===== src/hdl/sefr_pkg.sv =====
// shared types, constants and crc function for the framed byte receiver
package sefr_pkg;

    localparam int BYTE_W  = 8;
    localparam int LEN_W   = 16;
    localparam int IDX_W   = 17;
    localparam int ERR_W   = 2;
    localparam int APB_DW  = 32;
    localparam int APB_AW  = 4;

    localparam logic [LEN_W-1:0] CRC_POLY = 16'h8005;

    typedef logic [ERR_W-1:0] frame_err_t;

    localparam frame_err_t ERR_NONE   = 2'd0;
    localparam frame_err_t ERR_CRC    = 2'd1;
    localparam frame_err_t ERR_END    = 2'd2;
    localparam frame_err_t ERR_LENGTH = 2'd3;

    typedef logic [1:0] reg_idx_t;

    localparam reg_idx_t REG_START_MARKER = 2'd0;
    localparam reg_idx_t REG_END_MARKER   = 2'd1;
    localparam reg_idx_t REG_MAX_LENGTH   = 2'd2;

    localparam logic [BYTE_W-1:0] START_MARKER_RST = 8'h02;
    localparam logic [BYTE_W-1:0] END_MARKER_RST   = 8'h03;
    localparam logic [LEN_W-1:0]  MAX_LENGTH_RST   = 16'd1024;

    typedef struct packed {
        logic                 msg_valid;
        logic [BYTE_W-1:0]    msg_byte;
        logic [IDX_W-1:0]     msg_index;
        logic                 frame_ok;
        logic [IDX_W-1:0]     frame_length;
        frame_err_t           frame_error;
        logic [BYTE_W-1:0]    seq_number;
    } result_t;

    // crc-16 over one byte, msb first, no reflection
    function automatic logic [LEN_W-1:0] crc_byte(
        input logic [LEN_W-1:0]  crc_in,
        input logic [BYTE_W-1:0] data
    );
        logic [LEN_W-1:0] crc;
        crc = crc_in ^ {data, 8'h00};
        for (int k = 0; k < BYTE_W; k++)
        begin
            if (crc[LEN_W-1])
            begin
                crc = {crc[LEN_W-2:0], 1'b0} ^ CRC_POLY;
            end
            else
            begin
                crc = {crc[LEN_W-2:0], 1'b0};
            end
        end
        return crc;
    endfunction

endpackage


===== src/hdl/stx_etx_frame_receiver_crc16.sv =====
// framed byte receiver with crc-16 check, top level
// Takes one received byte per transfer and returns one result per byte. Each
// byte is captured in an input register, parsed against the frame state by a
// single layer of logic (including the unrolled crc-16 byte update) and stored
// in a result register, so the block sustains one byte per clock cycle while
// out_stall does not hold the result register. The instruction, length and
// data bytes are streamed out with their message index; the end of a good
// frame reports its message length and the advanced link sequence number,
// while crc mismatch, bad end marker or an oversize length return the parser
// to idle with an error code. abort returns the parser to idle at once. The
// user must set markers, length limit by register port while idle (unchecked).
module stx_etx_frame_receiver_crc16
    import sefr_pkg::*;
(
    input  logic                  clk,
    input  logic                  rst_n,

    input  logic                  psel,
    input  logic                  penable,
    input  logic                  pwrite,
    input  logic [APB_AW-1:0]     paddr,
    input  logic [APB_DW-1:0]     pwdata,
    output logic [APB_DW-1:0]     prdata,
    output logic                  pready,

    input  logic                  in_valid,
    output logic                  in_stall,
    input  logic [BYTE_W-1:0]     rx_byte,
    input  logic                  abort,

    output logic                  out_valid,
    input  logic                  out_stall,
    output logic                  msg_valid,
    output logic [BYTE_W-1:0]     msg_byte,
    output logic [IDX_W-1:0]      msg_index,
    output logic                  frame_ok,
    output logic [IDX_W-1:0]      frame_length,
    output logic [ERR_W-1:0]      frame_error,
    output logic [BYTE_W-1:0]     seq_number
);

    localparam logic [3:0] ST_IDLE  = 4'd0;
    localparam logic [3:0] ST_SEQ   = 4'd1;
    localparam logic [3:0] ST_TXI_H = 4'd2;
    localparam logic [3:0] ST_TXI_L = 4'd3;
    localparam logic [3:0] ST_RXI_H = 4'd4;
    localparam logic [3:0] ST_RXI_L = 4'd5;
    localparam logic [3:0] ST_INST  = 4'd6;
    localparam logic [3:0] ST_LEN_H = 4'd7;
    localparam logic [3:0] ST_LEN_L = 4'd8;
    localparam logic [3:0] ST_DATA  = 4'd9;
    localparam logic [3:0] ST_CRC_H = 4'd10;
    localparam logic [3:0] ST_CRC_L = 4'd11;
    localparam logic [3:0] ST_END   = 4'd12;

    logic [BYTE_W-1:0] start_marker_reg;
    logic [BYTE_W-1:0] end_marker_reg;
    logic [LEN_W-1:0]  max_length_reg;

    logic              s1_valid_reg;
    logic [BYTE_W-1:0] s1_byte_reg;
    logic              s1_abort_reg;

    logic              out_valid_reg;
    result_t           res_reg;
    result_t           res_next;

    logic [3:0]        state_reg, state_next;
    logic [IDX_W-1:0]  byte_index_reg, byte_index_next;
    logic [LEN_W-1:0]  remaining_reg, remaining_next;
    logic [LEN_W-1:0]  crc_reg, crc_next;
    logic [BYTE_W-1:0] link_seq_reg, link_seq_next;

    logic              out_free;
    logic              s1_fire;
    logic              in_fire;
    logic              cfg_write;
    reg_idx_t          cfg_idx;
    logic [LEN_W-1:0]  crc_upd;
    logic [LEN_W-1:0]  len_full;
    logic [LEN_W-1:0]  rem_dec;
    logic [BYTE_W-1:0] seq_inc;

    // register port
    assign pready    = 1'b1;
    assign cfg_idx   = paddr[APB_AW-1:2];
    assign cfg_write = psel && penable && pwrite && pready;

    always_comb
    begin
        prdata = '0;
        case (cfg_idx)
            REG_START_MARKER: prdata = {{(APB_DW-BYTE_W){1'b0}}, start_marker_reg};
            REG_END_MARKER:   prdata = {{(APB_DW-BYTE_W){1'b0}}, end_marker_reg};
            REG_MAX_LENGTH:   prdata = {{(APB_DW-LEN_W){1'b0}}, max_length_reg};
            default:          prdata = '0;
        endcase
    end

    always_ff @(posedge clk or negedge rst_n)
    begin
        if (!rst_n)
        begin
            start_marker_reg <= START_MARKER_RST;
            end_marker_reg   <= END_MARKER_RST;
            max_length_reg   <= MAX_LENGTH_RST;
        end
        else if (cfg_write)
        begin
            case (cfg_idx)
                REG_START_MARKER: start_marker_reg <= pwdata[BYTE_W-1:0];
                REG_END_MARKER:   end_marker_reg   <= pwdata[BYTE_W-1:0];
                REG_MAX_LENGTH:   max_length_reg   <= pwdata[LEN_W-1:0];
                default:          ;
            endcase
        end
    end

    // pipeline handshake
    assign out_free = !out_valid_reg || !out_stall;
    assign s1_fire  = s1_valid_reg && out_free;
    assign in_stall = s1_valid_reg && !out_free;
    assign in_fire  = in_valid && !in_stall;

    always_ff @(posedge clk or negedge rst_n)
    begin
        if (!rst_n)
        begin
            s1_valid_reg  <= 1'b0;
            out_valid_reg <= 1'b0;
        end
        else
        begin
            if (in_fire)
            begin
                s1_valid_reg <= 1'b1;
            end
            else if (s1_fire)
            begin
                s1_valid_reg <= 1'b0;
            end
            if (s1_fire)
            begin
                out_valid_reg <= 1'b1;
            end
            else if (!out_stall)
            begin
                out_valid_reg <= 1'b0;
            end
        end
    end

    always_ff @(posedge clk)
    begin
        if (in_fire)
        begin
            s1_byte_reg  <= rx_byte;
            s1_abort_reg <= abort;
        end
        if (s1_fire)
        begin
            res_reg <= res_next;
        end
    end

    // frame parser
    assign crc_upd  = crc_byte(crc_reg, s1_byte_reg);
    assign len_full = {remaining_reg[LEN_W-1:BYTE_W], s1_byte_reg};
    assign rem_dec  = remaining_reg - 1'b1;
    assign seq_inc  = (link_seq_reg == {BYTE_W{1'b1}}) ? 8'd1 : link_seq_reg + 1'b1;

    always_comb
    begin
        state_next      = state_reg;
        byte_index_next = byte_index_reg;
        remaining_next  = remaining_reg;
        crc_next        = crc_reg;
        link_seq_next   = link_seq_reg;
        res_next        = '0;

        if (s1_abort_reg)
        begin
            state_next      = ST_IDLE;
            byte_index_next = '0;
            remaining_next  = '0;
            crc_next        = '0;
        end
        else
        begin
            case (state_reg)
                ST_SEQ:
                begin
                    crc_next   = crc_byte('0, s1_byte_reg);
                    state_next = ST_TXI_H;
                end
                ST_TXI_H, ST_TXI_L, ST_RXI_H, ST_RXI_L:
                begin
                    crc_next   = crc_upd;
                    state_next = state_reg + 1'b1;
                end
                ST_INST, ST_LEN_H, ST_LEN_L, ST_DATA:
                begin
                    crc_next           = crc_upd;
                    res_next.msg_valid = 1'b1;
                    res_next.msg_byte  = s1_byte_reg;
                    res_next.msg_index = byte_index_reg;
                    byte_index_next    = byte_index_reg + 1'b1;
                    if (state_reg == ST_INST)
                    begin
                        state_next = ST_LEN_H;
                    end
                    else if (state_reg == ST_LEN_H)
                    begin
                        remaining_next = {s1_byte_reg, 8'h00};
                        state_next     = ST_LEN_L;
                    end
                    else if (state_reg == ST_LEN_L)
                    begin
                        if (len_full > max_length_reg)
                        begin
                            res_next.frame_error = ERR_LENGTH;
                            state_next           = ST_IDLE;
                            byte_index_next      = '0;
                            remaining_next       = '0;
                            crc_next             = '0;
                        end
                        else
                        begin
                            remaining_next = len_full;
                            state_next     = (len_full != '0) ? ST_DATA : ST_CRC_H;
                        end
                    end
                    else
                    begin
                        remaining_next = rem_dec;
                        if (rem_dec == '0)
                        begin
                            state_next = ST_CRC_H;
                        end
                    end
                end
                ST_CRC_H:
                begin
                    if (s1_byte_reg == crc_reg[LEN_W-1:BYTE_W])
                    begin
                        state_next = ST_CRC_L;
                    end
                    else
                    begin
                        res_next.frame_error = ERR_CRC;
                        state_next           = ST_IDLE;
                        byte_index_next      = '0;
                        remaining_next       = '0;
                        crc_next             = '0;
                    end
                end
                ST_CRC_L:
                begin
                    if (s1_byte_reg == crc_reg[BYTE_W-1:0])
                    begin
                        state_next = ST_END;
                    end
                    else
                    begin
                        res_next.frame_error = ERR_CRC;
                        state_next           = ST_IDLE;
                        byte_index_next      = '0;
                        remaining_next       = '0;
                        crc_next             = '0;
                    end
                end
                ST_END:
                begin
                    if (s1_byte_reg == end_marker_reg)
                    begin
                        link_seq_next         = seq_inc;
                        res_next.frame_ok     = 1'b1;
                        res_next.frame_length = byte_index_reg;
                    end
                    else
                    begin
                        res_next.frame_error = ERR_END;
                    end
                    state_next      = ST_IDLE;
                    byte_index_next = '0;
                    remaining_next  = '0;
                    crc_next        = '0;
                end
                default:
                begin
                    byte_index_next = '0;
                    remaining_next  = '0;
                    crc_next        = '0;
                    state_next      = (s1_byte_reg == start_marker_reg) ? ST_SEQ : ST_IDLE;
                end
            endcase
        end
        res_next.seq_number = link_seq_next;
    end

    always_ff @(posedge clk or negedge rst_n)
    begin
        if (!rst_n)
        begin
            state_reg      <= ST_IDLE;
            byte_index_reg <= '0;
            remaining_reg  <= '0;
            crc_reg        <= '0;
            link_seq_reg   <= '0;
        end
        else if (s1_fire)
        begin
            state_reg      <= state_next;
            byte_index_reg <= byte_index_next;
            remaining_reg  <= remaining_next;
            crc_reg        <= crc_next;
            link_seq_reg   <= link_seq_next;
        end
    end

    assign out_valid    = out_valid_reg;
    assign msg_valid    = res_reg.msg_valid;
    assign msg_byte     = res_reg.msg_byte;
    assign msg_index    = res_reg.msg_index;
    assign frame_ok     = res_reg.frame_ok;
    assign frame_length = res_reg.frame_length;
    assign frame_error  = res_reg.frame_error;
    assign seq_number   = res_reg.seq_number;

endmodule

===== config.mk =====
export PLATFORM = sky130hd
export DESIGN_NAME = stx_etx_frame_receiver_crc16
export DESIGN_NICKNAME = d
export VERILOG_FILES = /design/src/hdl/sefr_pkg.sv /design/src/hdl/stx_etx_frame_receiver_crc16.sv
export SDC_FILE = /design/constraint.sdc
export NUM_CORES = 1
export LEC_CHECK = 0
export BUFFER_PORTS_ARGS = -buffer_cell sky130_fd_sc_hd__buf_2
export CAP_MARGIN = 20
export CORE_MARGIN = 1
export CORE_UTILIZATION = 30
export CTS_BUF_LIST = sky130_fd_sc_hd__clkbuf_4 sky130_fd_sc_hd__clkbuf_8
export CTS_CLUSTER_SIZE = 8
export DETAILED_ROUTE_END_ITERATION = 8
export GPL_ROUTABILITY_DRIVEN = 0
export SKIP_LAST_GASP = 1
export SLEW_MARGIN = 20
export SYNTH_ARGS = -nofsm -noshare
export SYNTH_HDL_FRONTEND = slang
export SYNTH_SLANG_ARGS = --single-unit

===== constraint.sdc =====
create_clock -name clk -period 3.6 [get_ports clk]
set_input_delay 0 -clock clk [delete_from_list [all_inputs] [get_ports clk]]
set_output_delay 0 -clock clk [all_outputs]
set_load 0.005 [all_outputs]

==> results.md <==
* Antenna violations before repair at 0
* Starting utilization of the core area at 0.305
* Post-route design area at 10400 um^2
* Standard cell area after detailed placement at 9710 um^2
* Static leakage at 4.52 nW
* Share of layout cells above drive strength 1 at 0.201
* Tightest Pin Transition at 727 ps
* Peak VDD IR at 210 uV
* Combinational power share at 0.149
* Violations in the final reports: DRC
* Register-to-register path setup slack at 440 ps
* Internal power at 2.97 mW
* Mean instance size in the synthesized netlist at 10.0 um^2
* Number of pins exceeding their max-slew limit in the final report at 0
* Final-layout fill cell count at 2962
* NumNets Final at 1091
* Sequential share of the synthesized area at 0.488
* Reg-to-reg endpoint: byte_index_reg[13]$_DFFE_PN0P_
* Outcome: finished, violations left
* # diodes at 0
* Placement-stage worst setup slack at 483 ps
* Path type of the worst setup path: flip-flop to flip-flop
* Fin util at 0.363
* Number of buffers added on ports at 105
* Worst endpoint data arrival time at 3550 ps
* Worst r2r path cells at 9
* Critical path origin: remaining_reg[15]$_DFFE_PN0P_
* Startpoint of the worst-slack reg-to-reg timing path: remaining_reg[15]$_DFFE_PN0P_
* Site Rows at 62
* Flip-flop cell with the highest count after synthesis: dfrtp_1
* Final critical-path required period at 3160 ps
* Count of flip-flops with a built-in enable after synthesis at 63
* Total iterations of the first detailed-routing run at 7
* Worst-path cell with the longest stage delay: or4_1
* Global-route total usage across every layer at 0.154
* Setup WS post-layout at 442 ps
* Capture point of the critical path: byte_index_reg[13]$_DFFE_PN0P_
* Total area of multi-input combinational cells at 4060 um^2
* Clock Latency Late Sink at 480 ps
* CP max stage delay at 620 ps
* Distinct cell type count after synthesis at 64
* Worst Hold Slack at 77.3 ps
* Final setup violation count at 0
* Commonest non-fill, non-tap cell in the layout: buf_2
* Antenna Violating Nets Remaining at 0
* Nature of the critical path startpoint: flip-flop
* Proportion of netlist area held by the largest area contributor at 0.260
* Final routed wirelength across all metal layers at 22.8 mm
* Gr ovfl total at 0
* Total via count in the routed design at 6999
* Clk sink count at 158
* Sequential Area at 4270 um^2
* Clock tree from TritonCTS: yes
* Flip-flop and latch count after synthesis at 158
* Number of vias per cell at 4.99
* Setup_tns at 0 ps
* Total standard cell area after synthesis at 8760 um^2
* Overall die height at 173 um
* Cell type contributing the most total cell area after synthesis: dfrtp_1
* Share of the clock period used by the worst path at 0.877
* First-pass GRT wire length at 36.1 mm
* Clock skew after layout at 21.6 ps
* Setup repair after global routing missed its margin: false
* Top cells by area, synth: dfrtp_1 26%, edfxtp_1 22%, xnor2_1 4.8%
* Max Clk Rate at 317 MHz
* Flop pwr share at 0.509
* CP cell instances: ha_1 > nand4_1 > or4_1 > or2_0 > and2_4 > a21boi_2 > buf_4 > a21oi_1 > o21ai_0
* Cell count after synthesis at 873
* PwrDens at 398 nW/um^2
* Max-capacitance violation count at 0
* Placeable Area at 28700 um^2
* Number of global-route vias before repair at 6689
* Critical Path Fanout Max at 15
* Total setup buffers inserted after CTS at 0
* Remaining design rule violation count at 1
* NetSw at 1.18 mW
* H-Tree Level Count at 4
* Cells after DPL at 1343
* I/O pin cnt at 141
* Headroom to the max-slew limit at 0.513
* Kind of capture point of the worst setup path: flip-flop
* Commonest non-fill, non-tap cells in the layout: 104 x buf_2, 91 x dfrtp_1, 82 x nand2_1, 67 x o21ai_0, 63 x edfxtp_1
* Layout-stage area growth over the synthesis result at 18.9%
* Hold Vio Cnt, Final at 0
* Total clock buffers created by CTS at 17
* Total design power at 4.15 mW
* Die width at 173 um
* Count of cells resized by post-cts repair at 0
* Share of async-settable or async-resettable flops after synthesis at 0.601
* Final standard cell count with taps included and fillers excluded at 1404
* Reg clk slew, reported paths at 100 ps
* Post-DR wirelength/cell at 16.2 um
* Yosys warning total at 0
* Max Root-Sink Buffers at 2
* Required time of the worst setup path at 3990 ps
* Largest net degree at the start of global routing at 49
* Die area at 29900 um^2
* Power share of the clock group at 0.342
* Master cell of the clock root buffer: clkbuf_8
* Half-perimeter wire length after detailed placement at 16.0 mm
* Switching share of power at 0.284
* Type of the worst min-delay path: input pin to async pin
* DRC marker count from the first detailed-route iteration at 596
-- cell usage after synthesis (14+ instances only) --
cell	instances
nand3_1	21
nand2_1	82
a21oi_1	34
and2_1	25
nor4_1	14
a31oi_1	14
edfxtp_1	63
buf_4	18
mux2_2	21
nor2_1	47
and3_1	28
nor3_1	18
dfrtp_1	91
nand4_1	15
o21ai_0	67
xnor2_1	48
inv_1	46
ha_1	32
clkbuf_1	30
-- power by group through the flow --
stage               sequential [mW]  clock, mW  combinational [mW]
floorplan                      2.12          0               0.384
global placement               2.15          0               0.581
detailed placement             2.15          0               0.597
CTS                            2.11       1.46               0.625
global route                   2.13       1.52               0.685
finish                         2.11       1.42               0.617
-- critical path: cells and delay by family, from the launching register on --
kind                       cells  cell delay [ps]
AOI/OAI and AO/OA              3              600
buffers and inverters          1              300
adders and majority gates      1              320
and+or+nand+nor                4             1380
DFF                            1              470
-- cells by family after synthesis --
group                      Yosys count  share of synthesized area
AOI/OAI and AO/OA                  188                      0.138
xor gates and xnor gates            61                     0.0610
adders and majority gates           32                     0.0457
buffers and inverters              106                     0.0559
DFF                                158                      0.488
muxes                               33                     0.0407
other                                2                   0.000858
and+or+nand+nor                    293                      0.170
-- repair_timing --
item / 4_1_cts / 5_1_grt
setup endpoints to repair: 0 / 0
hold buffers: 29 / 0
hold endpoints to repair: 88 / 0
-- worst min path at each step --
stage	from	end	slack [ps]	cells past startpoint
3_5_place_dp	rst_n	s1_valid_reg$_DFFE_PN0P_	100	1
5_1_grt	rst_n	s1_valid_reg$_DFFE_PN0P_	140	2
4_1_cts	rst_n	s1_valid_reg$_DFFE_PN0P_	120	2
6_report	rst_n	s1_valid_reg$_DFFE_PN0P_	80	2
2_1_floorplan	rst_n	byte_index_reg[0]$_DFFE_PN0P_	-300	0
3_3_place_gp	rst_n	s1_valid_reg$_DFFE_PN0P_	100	1
-- final cells by class --
cell class / count / share of cell area
clock inverter: 12 / 0.0142
clock buffer: 20 / 0.0258
sequential: 158 / 0.410
tap: 384 / 0.0461
timing repair buffer: 159 / 0.0966
multi-input combinational: 624 / 0.390
inverter: 47 / 0.0169
-- per-layer routing --
metal	wire length [um]	GRT usage	vias up
met2	10400	0.241	232
met3	1180	0.0275	34
met5	0	0	-
met4	512	0.0605	0
li1	-	-	3366
met1	10600	0.210	3367
(Power assumes the default switching activity.)
